File: config.mk
export PLATFORM = sky130hd
export DESIGN_NAME = modbus_rtu_request_deframer_top
export DESIGN_NICKNAME = d
export VERILOG_FILES = /design/src/sv/mrd_pkg.sv /design/src/sv/mrd_ram.sv /design/src/sv/mrd_ctrl.sv /design/src/sv/mrd_datapath.sv /design/src/sv/modbus_rtu_request_deframer_top.sv
export SDC_FILE = /design/constraint.sdc
export NUM_CORES = 2
export LEC_CHECK = 0
export BUFFER_PORTS_ARGS = -buffer_cell sky130_fd_sc_hd__buf_2
export CAP_MARGIN = 40
export CORE_UTILIZATION = 45
export CTS_CLUSTER_DIAMETER = 40
export DETAILED_ROUTE_END_ITERATION = 6
export HOLD_SLACK_MARGIN = 0.02
export PLACE_DENSITY = 0.57
export SLEW_MARGIN = 20
export SYNTH_ARGS = -nofsm -noshare
export SYNTH_HDL_FRONTEND = slang
export SYNTH_SLANG_ARGS = --single-unit
File: constraint.sdc
create_clock -name clk -period 6.1 [get_ports clk]
set_input_delay 1.22 -clock clk [delete_from_list [all_inputs] [get_ports clk]]
set_output_delay 1.22 -clock clk [all_outputs]
set_load 0.01 [all_outputs]
File: src/sv/mrd_pkg.sv
// ----------------------------------------------------------------------------
// Modbus RTU request deframer package
// Types, codes and constants shared by the deframer modules.
// ----------------------------------------------------------------------------
`timescale 1ns / 1ps

package mrd_pkg;

    localparam int DEPTH_DEF    = 256;
    localparam int LEN_W        = 10;
    localparam int MIN_SCAN     = 7;
    localparam int RESULT_LIMIT = 32;
    localparam int CNT_W        = 6;
    localparam int CFG_IDX_W    = 2;
    localparam int CFG_DATA_W   = 17;

    localparam logic [7:0] FC_READ  = 8'h03;
    localparam logic [7:0] FC_WRITE = 8'h10;
    localparam logic [7:0] FC_MCH   = 8'h13;

    localparam logic [1:0] ACT_LOCAL_READ  = 2'd0;
    localparam logic [1:0] ACT_LOCAL_WRITE = 2'd1;
    localparam logic [1:0] ACT_LOCAL_MCH   = 2'd2;
    localparam logic [1:0] ACT_FORWARD     = 2'd3;

    localparam logic [CFG_IDX_W-1:0] CFG_FORWARD_MODE = 2'd0;
    localparam logic [CFG_IDX_W-1:0] CFG_WINDOW_LOW   = 2'd1;
    localparam logic [CFG_IDX_W-1:0] CFG_WINDOW_HIGH  = 2'd2;

    localparam logic [15:0] CRC_INIT = 16'hFFFF;
    localparam logic [15:0] CRC_POLY = 16'hA001;

    typedef enum logic [3:0] {
        ST_IDLE,
        ST_SCAN,
        ST_FC,
        ST_B2,
        ST_B6,
        ST_CHK,
        ST_WALK,
        ST_EVAL,
        ST_FINISH
    } mrd_state_t;

    typedef struct packed {
        logic load;
        logic rd_fc;
        logic rd_b2;
        logic rd_b6;
        logic cap_fc;
        logic cap_b2;
        logic cap_b6;
        logic walk_init;
        logic walk_run;
        logic drop;
        logic take;
        logic push;
    } mrd_cmd_t;

    typedef struct packed {
        logic fill_ge_min;
        logic fc_known;
        logic len_big;
        logic len_short;
        logic walk_done;
        logic crc_ok;
        logic pend_vld;
        logic out_busy;
    } mrd_stat_t;

    typedef struct packed {
        logic [1:0]  action;
        logic [7:0]  device_addr;
        logic [7:0]  function_code;
        logic [15:0] start_addr;
        logic [15:0] reg_count;
        logic [15:0] first_channel;
        logic [7:0]  chan_total;
        logic [8:0]  frame_length;
        logic [7:0]  dropped_bytes;
    } mrd_res_t;

endpackage

File: src/sv/mrd_ram.sv
// ----------------------------------------------------------------------------
// Generic RAM
// One write port and one read port with registered read data.
// ----------------------------------------------------------------------------
`timescale 1ns / 1ps

module mrd_ram #(
    parameter int WIDTH = 8,
    parameter int DEPTH = 256
) (
    input  logic                     clk,
    input  logic                     we,
    input  logic [$clog2(DEPTH)-1:0] waddr,
    input  logic [WIDTH-1:0]         wdata,
    input  logic [$clog2(DEPTH)-1:0] raddr,
    output logic [WIDTH-1:0]         rdata
);

    logic [WIDTH-1:0] mem [DEPTH];

    always_ff @(posedge clk)
    begin
        if (we)
        begin
            mem[waddr] <= wdata;
        end
        rdata <= mem[raddr];
    end

endmodule

File: src/sv/mrd_ctrl.sv
// ----------------------------------------------------------------------------
// Deframer controller
// Sequences buffer loads, header reads, the CRC walk and result hand-off.
// ----------------------------------------------------------------------------
`timescale 1ns / 1ps

module mrd_ctrl (
    input  logic              clk,
    input  logic              rst_n,
    input  logic              in_valid,
    output logic              in_ready,
    input  mrd_pkg::mrd_stat_t stat,
    output mrd_pkg::mrd_cmd_t  cmd
);

    import mrd_pkg::*;

    mrd_state_t       state_reg;
    mrd_state_t       state_next;
    logic [CNT_W-1:0] n_reg;
    logic [CNT_W-1:0] n_next;

    always_ff @(posedge clk or negedge rst_n)
    begin
        if (!rst_n)
        begin
            state_reg <= ST_IDLE;
            n_reg     <= '0;
        end
        else
        begin
            state_reg <= state_next;
            n_reg     <= n_next;
        end
    end

    always_comb
    begin
        state_next = state_reg;
        n_next     = n_reg;
        cmd        = '0;
        in_ready   = 1'b0;
        unique case (state_reg)
            ST_IDLE:
            begin
                in_ready = 1'b1;
                if (in_valid)
                begin
                    cmd.load   = 1'b1;
                    n_next     = '0;
                    state_next = ST_SCAN;
                end
            end
            ST_SCAN:
            begin
                if (!stat.fill_ge_min)
                begin
                    state_next = ST_FINISH;
                end
                else
                begin
                    cmd.rd_fc  = 1'b1;
                    state_next = ST_FC;
                end
            end
            ST_FC:
            begin
                cmd.cap_fc = 1'b1;
                cmd.rd_b2  = 1'b1;
                state_next = ST_B2;
            end
            ST_B2:
            begin
                cmd.cap_b2 = 1'b1;
                cmd.rd_b6  = 1'b1;
                state_next = ST_B6;
            end
            ST_B6:
            begin
                cmd.cap_b6 = 1'b1;
                state_next = ST_CHK;
            end
            ST_CHK:
            begin
                priority if (!stat.fc_known || stat.len_big)
                begin
                    cmd.drop   = 1'b1;
                    state_next = ST_SCAN;
                end
                else if (stat.len_short)
                begin
                    state_next = ST_FINISH;
                end
                else
                begin
                    cmd.walk_init = 1'b1;
                    state_next    = ST_WALK;
                end
            end
            ST_WALK:
            begin
                cmd.walk_run = 1'b1;
                if (stat.walk_done)
                begin
                    state_next = ST_EVAL;
                end
            end
            ST_EVAL:
            begin
                priority if (!stat.crc_ok)
                begin
                    cmd.drop   = 1'b1;
                    state_next = ST_SCAN;
                end
                else if (stat.pend_vld && stat.out_busy)
                begin
                    state_next = ST_EVAL;
                end
                else
                begin
                    cmd.take = 1'b1;
                    n_next   = n_reg + CNT_W'(1);
                    if (n_next == CNT_W'(RESULT_LIMIT))
                    begin
                        state_next = ST_FINISH;
                    end
                    else
                    begin
                        state_next = ST_SCAN;
                    end
                end
            end
            ST_FINISH:
            begin
                priority if (!stat.pend_vld)
                begin
                    state_next = ST_IDLE;
                end
                else if (!stat.out_busy)
                begin
                    cmd.push   = 1'b1;
                    state_next = ST_IDLE;
                end
                else
                begin
                    state_next = ST_FINISH;
                end
            end
            default:
            begin
                state_next = ST_IDLE;
            end
        endcase
    end

endmodule

File: src/sv/mrd_datapath.sv
// ----------------------------------------------------------------------------
// Deframer datapath
// Frame buffer pointers, header decode, CRC-16 walk and result registers.
// ----------------------------------------------------------------------------
`timescale 1ns / 1ps

module mrd_datapath #(
    parameter int BUFFER_DEPTH = 256
) (
    input  logic                            clk,
    input  logic                            rst_n,
    input  mrd_pkg::mrd_cmd_t               cmd,
    output mrd_pkg::mrd_stat_t              stat,
    input  logic [7:0]                      rx_byte,
    input  logic                            cfg_write,
    input  logic [mrd_pkg::CFG_IDX_W-1:0]   cfg_index,
    input  logic [mrd_pkg::CFG_DATA_W-1:0]  cfg_data,
    input  logic                            out_ready,
    output logic                            out_valid,
    output mrd_pkg::mrd_res_t               out_res,
    output logic                            out_last
);

    import mrd_pkg::*;

    localparam int AW = $clog2(BUFFER_DEPTH);
    localparam int FW = AW + 1;
    localparam int CW = (FW > LEN_W) ? FW : LEN_W;
    localparam logic [CW:0]   DEPTH_W = (CW+1)'(BUFFER_DEPTH);
    localparam logic [CW-1:0] DEPTH_C = CW'(BUFFER_DEPTH);
    localparam logic [FW-1:0] DEPTH_F = FW'(BUFFER_DEPTH);

    function automatic logic [AW-1:0] wrap_add(input logic [AW-1:0] base,
                                               input logic [CW-1:0] off);
        logic [CW:0] sum;
        sum = (CW+1)'(base) + (CW+1)'(off);
        if (sum >= DEPTH_W)
        begin
            sum = sum - DEPTH_W;
        end
        return sum[AW-1:0];
    endfunction

    function automatic logic [15:0] crc_byte(input logic [15:0] crc_in,
                                             input logic [7:0]  data);
        logic [15:0] c;
        c = crc_in ^ {8'h00, data};
        for (int b = 0; b < 8; b++)
        begin
            if (c[0])
            begin
                c = (c >> 1) ^ CRC_POLY;
            end
            else
            begin
                c = c >> 1;
            end
        end
        return c;
    endfunction

    logic [AW-1:0]   head_reg;
    logic [FW-1:0]   fill_reg;
    logic [7:0]      drop_reg;
    logic            fwd_reg;
    logic [15:0]     wlo_reg;
    logic [16:0]     whi_reg;

    logic [7:0]      fc_reg;
    logic [7:0]      b2_reg;
    logic [7:0]      b6_reg;
    logic [7:0]      dev_reg;
    logic [7:0]      b3_reg;
    logic [7:0]      b4_reg;
    logic [7:0]      b5_reg;
    logic [7:0]      chh_reg;
    logic [7:0]      chl_reg;
    logic [7:0]      chc_reg;
    logic [7:0]      crcl_reg;
    logic [7:0]      crch_reg;
    logic [15:0]     crc_reg;
    logic [CW-1:0]   rd_off_reg;
    logic [CW-1:0]   dly_off_reg;
    logic            dly_vld_reg;

    mrd_res_t        pend_reg;
    logic            pend_vld_reg;
    mrd_res_t        out_reg;
    logic            out_last_reg;
    logic            out_vld_reg;

    logic [LEN_W-1:0] len;
    logic [CW-1:0]    lenc;
    logic             fc_known;
    logic [AW-1:0]    raddr;
    logic [AW-1:0]    waddr;
    logic [CW-1:0]    roff;
    logic [7:0]       q;
    logic             walk_issue;
    mrd_res_t         res_new;
    logic [15:0]      start_v;
    logic [15:0]      count_v;
    logic [15:0]      span_v;
    logic             local_v;
    logic [7:0]       drop_sat;

    always_comb
    begin
        fc_known = 1'b1;
        unique case (fc_reg)
            FC_READ:  len = LEN_W'(8);
            FC_WRITE: len = LEN_W'(b6_reg) + LEN_W'(9);
            FC_MCH:   len = LEN_W'(8) + LEN_W'({b2_reg, 1'b0});
            default:
            begin
                len      = LEN_W'(8);
                fc_known = 1'b0;
            end
        endcase
    end

    assign lenc = CW'(len);

    assign walk_issue = cmd.walk_run && (rd_off_reg < lenc);

    always_comb
    begin
        priority if (cmd.rd_fc)
        begin
            roff = CW'(1);
        end
        else if (cmd.rd_b2)
        begin
            roff = CW'(2);
        end
        else if (cmd.rd_b6)
        begin
            roff = CW'(6);
        end
        else
        begin
            roff = rd_off_reg;
        end
    end

    assign raddr = wrap_add(head_reg, roff);
    assign waddr = wrap_add(head_reg, CW'(fill_reg));

    mrd_ram #(
        .WIDTH (8),
        .DEPTH (BUFFER_DEPTH)
    ) u_ram (
        .clk   (clk),
        .we    (cmd.load),
        .waddr (waddr),
        .wdata (rx_byte),
        .raddr (raddr),
        .rdata (q)
    );

    assign stat.fill_ge_min = CW'(fill_reg) >= CW'(MIN_SCAN);
    assign stat.fc_known    = fc_known;
    assign stat.len_big     = lenc > DEPTH_C;
    assign stat.len_short   = CW'(fill_reg) < lenc;
    assign stat.walk_done   = dly_vld_reg && (dly_off_reg == lenc - CW'(1));
    assign stat.crc_ok      = crc_reg == {crch_reg, crcl_reg};
    assign stat.pend_vld    = pend_vld_reg;
    assign stat.out_busy    = out_vld_reg && !out_ready;

    assign drop_sat = (drop_reg == 8'hFF) ? drop_reg : drop_reg + 8'd1;

    always_comb
    begin
        start_v = {b2_reg, b3_reg};
        count_v = {b4_reg, b5_reg};
        span_v  = (fc_reg == FC_READ) ? count_v : {9'd0, b6_reg[7:1]};
        local_v = (start_v >= wlo_reg) && ((17'(start_v) + 17'(span_v)) < whi_reg);
        res_new.device_addr   = dev_reg;
        res_new.function_code = fc_reg;
        res_new.frame_length  = len[8:0];
        res_new.dropped_bytes = drop_reg;
        if (fc_reg == FC_MCH)
        begin
            res_new.action        = ACT_LOCAL_MCH;
            res_new.start_addr    = '0;
            res_new.reg_count     = {8'd0, b2_reg};
            res_new.first_channel = {chh_reg, chl_reg};
            res_new.chan_total    = chc_reg;
        end
        else
        begin
            if (fwd_reg && !local_v)
            begin
                res_new.action = ACT_FORWARD;
            end
            else if (fc_reg == FC_READ)
            begin
                res_new.action = ACT_LOCAL_READ;
            end
            else
            begin
                res_new.action = ACT_LOCAL_WRITE;
            end
            res_new.start_addr    = start_v;
            res_new.reg_count     = count_v;
            res_new.first_channel = '0;
            res_new.chan_total    = '0;
        end
    end

    always_ff @(posedge clk or negedge rst_n)
    begin
        if (!rst_n)
        begin
            head_reg     <= '0;
            fill_reg     <= '0;
            drop_reg     <= '0;
            fwd_reg      <= 1'b0;
            wlo_reg      <= '0;
            whi_reg      <= '0;
            dly_vld_reg  <= 1'b0;
            pend_vld_reg <= 1'b0;
            out_vld_reg  <= 1'b0;
        end
        else
        begin
            if (cfg_write)
            begin
                unique case (cfg_index)
                    CFG_FORWARD_MODE: fwd_reg <= cfg_data[0];
                    CFG_WINDOW_LOW:   wlo_reg <= cfg_data[15:0];
                    CFG_WINDOW_HIGH:  whi_reg <= cfg_data[16:0];
                    default:          ;
                endcase
            end

            priority if (cmd.load)
            begin
                if (fill_reg == DEPTH_F)
                begin
                    head_reg <= wrap_add(head_reg, CW'(1));
                    drop_reg <= drop_sat;
                end
                else
                begin
                    fill_reg <= fill_reg + FW'(1);
                end
            end
            else if (cmd.drop)
            begin
                head_reg <= wrap_add(head_reg, CW'(1));
                fill_reg <= fill_reg - FW'(1);
                drop_reg <= drop_sat;
            end
            else if (cmd.take)
            begin
                head_reg <= wrap_add(head_reg, lenc);
                fill_reg <= fill_reg - FW'(lenc);
                drop_reg <= '0;
            end

            if (cmd.walk_init)
            begin
                dly_vld_reg <= 1'b0;
            end
            else
            begin
                dly_vld_reg <= walk_issue;
            end

            priority if (cmd.take)
            begin
                pend_vld_reg <= 1'b1;
                if (pend_vld_reg)
                begin
                    out_vld_reg <= 1'b1;
                end
                else if (out_ready)
                begin
                    out_vld_reg <= 1'b0;
                end
            end
            else if (cmd.push)
            begin
                pend_vld_reg <= 1'b0;
                out_vld_reg  <= 1'b1;
            end
            else if (out_ready)
            begin
                out_vld_reg <= 1'b0;
            end
        end
    end

    always_ff @(posedge clk)
    begin
        if (cmd.cap_fc)
        begin
            fc_reg <= q;
        end
        if (cmd.cap_b2)
        begin
            b2_reg <= q;
        end
        if (cmd.cap_b6)
        begin
            b6_reg <= q;
        end

        if (cmd.walk_init)
        begin
            rd_off_reg <= '0;
            crc_reg    <= CRC_INIT;
        end
        else if (walk_issue)
        begin
            rd_off_reg  <= rd_off_reg + CW'(1);
            dly_off_reg <= rd_off_reg;
        end

        if (dly_vld_reg)
        begin
            if (dly_off_reg == CW'(0))
            begin
                dev_reg <= q;
            end
            if (dly_off_reg == CW'(3))
            begin
                b3_reg <= q;
            end
            if (dly_off_reg == CW'(4))
            begin
                b4_reg <= q;
            end
            if (dly_off_reg == CW'(5))
            begin
                b5_reg <= q;
            end
            if (dly_off_reg == lenc - CW'(5))
            begin
                chh_reg <= q;
            end
            if (dly_off_reg == lenc - CW'(4))
            begin
                chl_reg <= q;
            end
            if (dly_off_reg == lenc - CW'(3))
            begin
                chc_reg <= q;
            end
            if (dly_off_reg == lenc - CW'(2))
            begin
                crcl_reg <= q;
            end
            if (dly_off_reg == lenc - CW'(1))
            begin
                crch_reg <= q;
            end
            if (dly_off_reg < lenc - CW'(2))
            begin
                crc_reg <= crc_byte(crc_reg, q);
            end
        end

        if (cmd.take)
        begin
            pend_reg <= res_new;
            if (pend_vld_reg)
            begin
                out_reg      <= pend_reg;
                out_last_reg <= 1'b0;
            end
        end
        else if (cmd.push)
        begin
            out_reg      <= pend_reg;
            out_last_reg <= 1'b1;
        end
    end

    assign out_valid = out_vld_reg;
    assign out_res   = out_reg;
    assign out_last  = out_last_reg;

endmodule

File: src/sv/modbus_rtu_request_deframer_top.sv
// After a beat, in_ready stays low until the controller is back in IDLE: through SCAN
// and FINISH while fewer than 7 bytes are held, else through SCAN, FC, B2, B6 and CHK
// per decode pass, WALK and EVAL for a complete frame, and a final SCAN when fewer than 7 bytes remain.
// The block takes no new byte until it is done with the last one; a full output register
// and result slot hold the input.
// Reset: pointers, counts, config registers and valid flags clear; buffer contents, header and result registers do not.
// ----------------------------------------------------------------------------
// Modbus RTU request deframer
// Buffers received bytes, finds request frames by CRC-16 and reports them.
// ----------------------------------------------------------------------------
`timescale 1ns / 1ps

module modbus_rtu_request_deframer_top #(
    parameter int BUFFER_DEPTH = mrd_pkg::DEPTH_DEF
) (
    input  logic                           clk,
    input  logic                           rst_n,
    input  logic                           cfg_write,
    input  logic [mrd_pkg::CFG_IDX_W-1:0]  cfg_index,
    input  logic [mrd_pkg::CFG_DATA_W-1:0] cfg_data,
    input  logic                           in_valid,
    output logic                           in_ready,
    input  logic [7:0]                     rx_byte,
    output logic                           out_valid,
    input  logic                           out_ready,
    output logic [1:0]                     action,
    output logic [7:0]                     device_addr,
    output logic [7:0]                     function_code,
    output logic [15:0]                    start_addr,
    output logic [15:0]                    reg_count,
    output logic [15:0]                    first_channel,
    output logic [7:0]                     chan_total,
    output logic [8:0]                     frame_length,
    output logic [7:0]                     dropped_bytes,
    output logic                           last_result
);

    import mrd_pkg::*;

    mrd_cmd_t  cmd;
    mrd_stat_t stat;
    mrd_res_t  res;

    mrd_ctrl u_ctrl (
        .clk      (clk),
        .rst_n    (rst_n),
        .in_valid (in_valid),
        .in_ready (in_ready),
        .stat     (stat),
        .cmd      (cmd)
    );

    mrd_datapath #(
        .BUFFER_DEPTH (BUFFER_DEPTH)
    ) u_dp (
        .clk       (clk),
        .rst_n     (rst_n),
        .cmd       (cmd),
        .stat      (stat),
        .rx_byte   (rx_byte),
        .cfg_write (cfg_write),
        .cfg_index (cfg_index),
        .cfg_data  (cfg_data),
        .out_ready (out_ready),
        .out_valid (out_valid),
        .out_res   (res),
        .out_last  (last_result)
    );

    assign action        = res.action;
    assign device_addr   = res.device_addr;
    assign function_code = res.function_code;
    assign start_addr    = res.start_addr;
    assign reg_count     = res.reg_count;
    assign first_channel = res.first_channel;
    assign chan_total    = res.chan_total;
    assign frame_length  = res.frame_length;
    assign dropped_bytes = res.dropped_bytes;

endmodule

---- After elaboration in Yosys (flattened, before gate mapping) ----
Memory sizes are Yosys's and may differ from the RTL's. A register that Yosys moved wholly into a read port is not among the register bits.
Index checks and enable logic that the tools add are counted.
storage, ports and cells
  bits in registers ....................... 387
  RAM bits ................................ 2048
  input port bits ......................... 32
  logic and storage cells ................. 261
  memories kept ........................... 1
memories
  name            depth  bits a word  read ports  clocked after memory_dff  write ports  line           source
  u_dp.u_ram.mem  256    8            1           1                         1            mrd_ram.sv:19  logic [WIDTH-1:0] mem [DEPTH];
operators by class
  $add $sub $neg .......................... 22
  order comparisons ....................... 11
  equal/unequal tests ..................... 32
  muxes and demuxes ....................... 102
  bitwise operators ....................... 10
  reduce and logical (&&, ||, !) cells .... 36
operators by type and width
  cell                     count
  $mux W16                 26
  $mux W91                 3
  $mux W8                  13
  $eq A10 B10 Y1           5
  $mux W4                  10
  $mux W9                  4
  $pmux W4 S9              1
  $mux W1                  35
  $reduce_and A2 Y1        17
  $mux W32                 1
  $sub A8 B1 Y8 const B    4
  $mux W10                 3
  $not A2 Y3               8
  $add A8 B10 Y11          2
  $ge A11 B9 Y1 const B    2
  $eq A10 B3 Y1 const B    2
  $lt A10 B10 Y1           2
  $pmux W10 S2             1
  $sub A10 B2 Y10 const B  2
  $sub A10 B3 Y10 const B  2
  $mux W6                  3
  $add A16 B16 Y17         1
  $lt A17 B17 Y1           1
  $eq A16 B16 Y1           1
  46 further kinds         64

---- Longest topological paths before layout ----
  depth in word-level cells ............... 34
  depth in mapped cells ................... 28
  mapped depth without buffers ............ 25

---- By module ----
Synthesis repeated with hierarchy kept, for this count alone.
unflattened totals
  cell total of the unflattened synthesis .. 5230
  area total of the unflattened synthesis .. 98463.2 um2
modules (own cells, without submodules)
  module        times used  cells an instance  area each (um2)
  mrd_ram       1           3733               79556.3
  mrd_datapath  1           1411               18111.1
  mrd_ctrl      1           86                 795.8

---- Worst setup path after synthesis ----
OpenSTA, ideal clock, no wires.
  path kind ............................... reg-to-reg
  start ................................... register u_dp.fc_reg[5]
  end ..................................... register u_dp.pend_reg[89] (netlist bit) (data pin)
  data arrival time ....................... 5.010 ns
  data required time ...................... 5.834 ns
  slack ................................... 0.824 ns
  stages on the path, launching flop included .. 25
  period minus slack after synthesis ...... 5.276 ns
  cell sequence ........................... edfxtp_1 > nor3_1 > buf_2 > and3_1 > clkbuf_1 > mux2_2 > ha_1 > inv_1 > fa_1 > nor2b_1 > o21ai_0 > a21boi_0 > o21ai_0 > a21oi_1 > a41o_1 > o41ai_1 > nor2_1 > nor3b_1 > xnor2_1 > ha_1 > a21o_1 > a21o_1 > a211oi_1 > and4_1 > nor2_1
on the way
  cells in the longest elaborated chain, start to end .. 8
  elaborated cells on any way between the ends .. 10
  those cells by class .................... add/sub: 1; order compare: 1; eq/ne: 2; mux: 3; reduce/logical: 3
ends and longest elaborated chain
  what                      line                                      source
  start: declaration        mrd_datapath.sv:69                        logic [7:0] fc_reg;
  start signal: assignment  mrd_datapath.sv:299                       fc_reg <= q;
  $eq A8 B2 Y1              mrd_datapath.sv:176, mrd_datapath.sv:196
  $mux W16                  mrd_datapath.sv:176                       span_v = (fc_reg == FC_READ) ? count_v : {9'd0, b6_reg[7:1]};
  $add A16 B16 Y17          mrd_datapath.sv:177                       local_v = (start_v >= wlo_reg) && ((17'(start_v) + 17'(span_v)) < whi_reg);
  $lt A17 B17 Y1            mrd_datapath.sv:177
  $logic_and A1 B1 Y1       mrd_datapath.sv:177
  $logic_not A1 Y1          mrd_datapath.sv:192                       if (fwd_reg && !local_v)
  $logic_and A1 B1 Y1       mrd_datapath.sv:192
  $mux W1                   mrd_datapath.sv:192
  end signal: assignment    mrd_datapath.sv:367                       pend_reg <= res_new;
  end: declaration          mrd_datapath.sv:86                        mrd_res_t pend_reg;
Parallel ways exist; a longest one is shown, timed or not.
A chain may end at the register's enable or synchronous reset.

---- Final worst setup path ----
  start ................................... register u_dp.fill_reg[6]
  end ..................................... register u_dp.u_ram.rdata[3], read port of u_dp.u_ram.mem
on the way
  cells in the longest elaborated chain, start to end .. 7
  elaborated cells on any way between the ends .. 8
  those cells by class .................... add/sub: 2; order compare: 2; mux: 4
ends and longest elaborated chain
  what                                            line                                    source
  start: declaration                              mrd_datapath.sv:63                      logic [FW-1:0] fill_reg;
  start signal: assignment                        mrd_datapath.sv:246                     fill_reg <= fill_reg + FW'(1);
  start signal: assignment                        mrd_datapath.sv:252                     fill_reg <= fill_reg - FW'(1);
  start signal: assignment                        mrd_datapath.sv:258                     fill_reg <= fill_reg - FW'(lenc);
  $ge A9 B3 Y1 *                                  mrd_datapath.sv:161                     assign stat.fill_ge_min = CW'(fill_reg) >= CW'(MIN_SCAN);
  $mux W1 *                                       mrd_ctrl.sv:56                          if (!stat.fill_ge_min)
  $mux W1 *                                       mrd_ctrl.sv:43                          unique case (state_reg)
  $mux W10 *                                      mrd_datapath.sv:128                     priority if (cmd.rd_fc)
  $add A8 B10 Y11 *                               mrd_datapath.sv:36                      sum = (CW+1)'(base) + (CW+1)'(off);
  $ge A11 B9 Y1 or $sub A8 B1 Y8 (tied branches)  mrd_datapath.sv:37, mrd_datapath.sv:39
  $mux W8 *                                       mrd_datapath.sv:37                      if (sum >= DEPTH_W)
  end: declaration                                mrd_ram.sv:16                           output logic [WIDTH-1:0] rdata
Mark *: on every way between the ends. The rest lies on a longest branch, timed or not.

==> results.md <==
* First-pass GRT wire length at 352300 um
* R2R Path End: u_dp.u_ram.rdata[3]
* Critical path, cell by cell: or4_1, nor4_1, and2b_1, a21o_1, ha_4, fa_4, buf_4, buf_12, mux4_2, mux4_2, nor2b_1, a211oi_1, a21oi_1, mux2i_1, mux2i_1
* Initial antenna violation count at 7
* Top-area cell type share of the netlist area at 71.58%
* Status: completed
* Cell area after synthesis at 98040 um2
* CTS H-tree depth at 5
* Area of the multi-input gates at 24290 um2
* Unique cell type count in the Yosys netlist at 88
* Synth Register Bits at 2443
* Final #Nets at 5670
* Post-CTS Resized at 0
* Worst min path class: in -> async
* Iter 0 DRT Violations at 4886
* Largest net degree at the start of global routing at 182
* Dpl hpwl at 147000 um
* DR pass1 iterations at 5
* Asr flop ratio synth at 2.947%
* Layout cells sized above 1 at 31.77%
* Max transition margin at 23.15%
* Sequential Area at 72660 um2
* # Max-Cap Violations at 0
* DR WL met3 at 14790 um
* Fin util at 54.63%
* Fin. Hold Viols at 0
* Number of clock sinks at 2443
* Vias per cell at 5.737
* Clk_lat worst skew at 950 ps
* Synth top area cells: edfxtp_1 (72%), mux4_2 (15%), dfrtp_1 (1.8%)
* Max reg flops at 2048
* IO Count at 126
* Die Area at 219700 um2
* RSZ-0062 raised after global routing: false
* Net count after synthesis at 5035
* Synth warn at 0
* Critical path's slowest cell: fa_4
* Met2 routed WL at 116700 um
* DR DRC count at 0
* Vias in the first global route at 50601
* Port bufs at 125
* Die H at 468.8 um
* Area Growth Syn to Fin at 20.06%
* Final min period at 5601 ps
* Top cell family by delay on the critical path: simple AND/OR/NAND/NOR gates
* Synth area leader: edfxtp_1
* Fin. max-slew vios at 0
* Clock buffer depth at 4
* Post-CTS Setup Bufs at 0
* Worst slew pin tran at 1153 ps
* Worst EP arrival at 6400 ps
* Crit Path Class: reg -> reg
* Initial core utilization at 45.50%
* # fillers at 16437
* Metal-1 WL at 103800 um
* Most used DFF post-synth: edfxtp_1
* Worst-case reg-to-reg path depth at 15
* Clock Tree Root: clkbuf_16
* R2r setup slk at 500 ps
* WL/cell at 27.86 um
* Critical R2R Launch: u_dp.fill_reg[6]
* Routed Wire Length at 240900 um
* Via count at 49597
* Post-synth EDFFs at 2337
* Antenna-violating nets left at 0
* Tcrit/Tclk final at 91.81%
* Critical Path Source Type: register
* Setup TNS at 0 ps
* Worst Path Required at 6900 ps
* Sequential area share after synthesis at 74.11%
* Post-CTS Hold Buffers at 0
* Crit-path max cell delay at 890 ps
* Syn avg cell area at 20.11 um2
* CTS clock-pin slew for the worst setup and hold paths at 60 ps
* Setup crit end kind: register
* GPL Wtd Cong at 0.8358
* Final global-route overflow total at 0
* TritonCTS clock tree: done
* Worst Path Buf+Inv at 2
* Top layer in use: met5
* Core Box Area at 215500 um2
* FP Rows at 170
* Max Freq at 178.6 MHz
* Die boundary width at 468.8 um
* Total CTS buffers at 375
* Clk_skew at 60.42 ps
* CP Max Fanout at 37
* Total GRT Usage at 22.13%
* Endpoints failing setup at 0
* Post-synthesis cell count at 4875
[worst max-delay path by stage]
stage	from	end	slack, ps	cells past startpoint
detailed placement	u_dp.fill_reg[6]	u_dp.u_ram.rdata[7]	490	14
floorplan	u_dp.fc_reg[5]	u_dp.pend_reg[89]	820	24
CTS	u_dp.fill_reg[6]	u_dp.u_ram.rdata[7]	510	14
finish	u_dp.fill_reg[6]	u_dp.u_ram.rdata[3]	500	15
global route	u_dp.fc_reg[0]	u_dp.pend_reg[89]	110	24
global placement	u_dp.fc_reg[3]	u_dp.pend_reg[89]	480	22
[placed cells by master (no fill, tap or decap), types with 18 or more instances in the layout]
cell        count
dfrtp_1        72
a21oi_1       115
buf_2         119
clkinv_1       26
xor2_1         53
dfxtp_1        34
mux2i_1        58
and2_1         43
clkbuf_16     386
nand2_1       140
clkinvlp_4     42
clkinv_4       36
o21ai_0        53
mux4_2        640
nor2_1        353
nand2_2        19
buf_12         37
xnor2_1        76
nor3_1         25
clkbuf_1       35
a21o_1         26
ha_1          122
inv_1          69
buf_4         313
nand3_1        49
and3_1         43
bufinv_16      53
inv_6          45
nand4_1        18
mux2_2         41
nor2b_1        39
edfxtp_1     2337
a211oi_1       37
clkinv_2       34
[cells in the mapped netlist (55+ instances only)]
master,number
edfxtp_1,2337
buf_2,55
ha_1,123
nand2_1,156
mux4_2,640
nor2_1,354
mux2i_1,58
inv_1,70
xnor2_1,80
a21oi_1,115
clkbuf_1,131
dfrtp_1,72
[per-stage QoR]
| step | worst slack [ps] | hold slack [ps] | cell area [um2] | std cells |
|---|---|---|---|---|
| 2_1_floorplan | 824.0 | 400.3 | 98040 | 4875 |
| 3_3_place_gp | 479.6 | 402.1 | 104200 | 7905 |
| 3_5_place_dp | 489.4 | 404.5 | 104500 | 7927 |
| 4_1_cts | 510.0 | 128.1 | 117300 | 8599 |
| 5_1_grt | 108.9 | 152.9 | 117700 | 8644 |
| 6_report | 499.3 | 180.4 | 117700 | 8645 |
[cells by family after synthesis]
kind of cell             synth area share (%)
flip-flops                              74.11
AND/OR/NAND/NOR                         3.798
multiplexers                            15.78
AO/OA/AOI/OAI                           2.157
buffers and inverters                   1.253
XOR/XNOR                                1.233
adder cells (fa/ha/maj)                 1.672
[final cells by class]
class | instances | area share [%]
timing repair buffer | 488 | 3.432
clock buffer | 423 | 8.341
multi-input combinational | 2127 | 20.64
antenna | 2 | 0.004252
clock inverter | 249 | 2.593
tap | 2838 | 3.017
inverter | 75 | 0.2424
sequential | 2443 | 61.73
[per-layer routing]
layer  GRT usage, %  vias up
met2          35.57     1670
met5              0        -
met4          5.976        2
li1               -    21266
met1          31.35    26297
met3          3.802      362
Power is left out: the tool's default activity adds up to more than one toggle a clock period on the data nets, which glitch-free logic cannot reach.
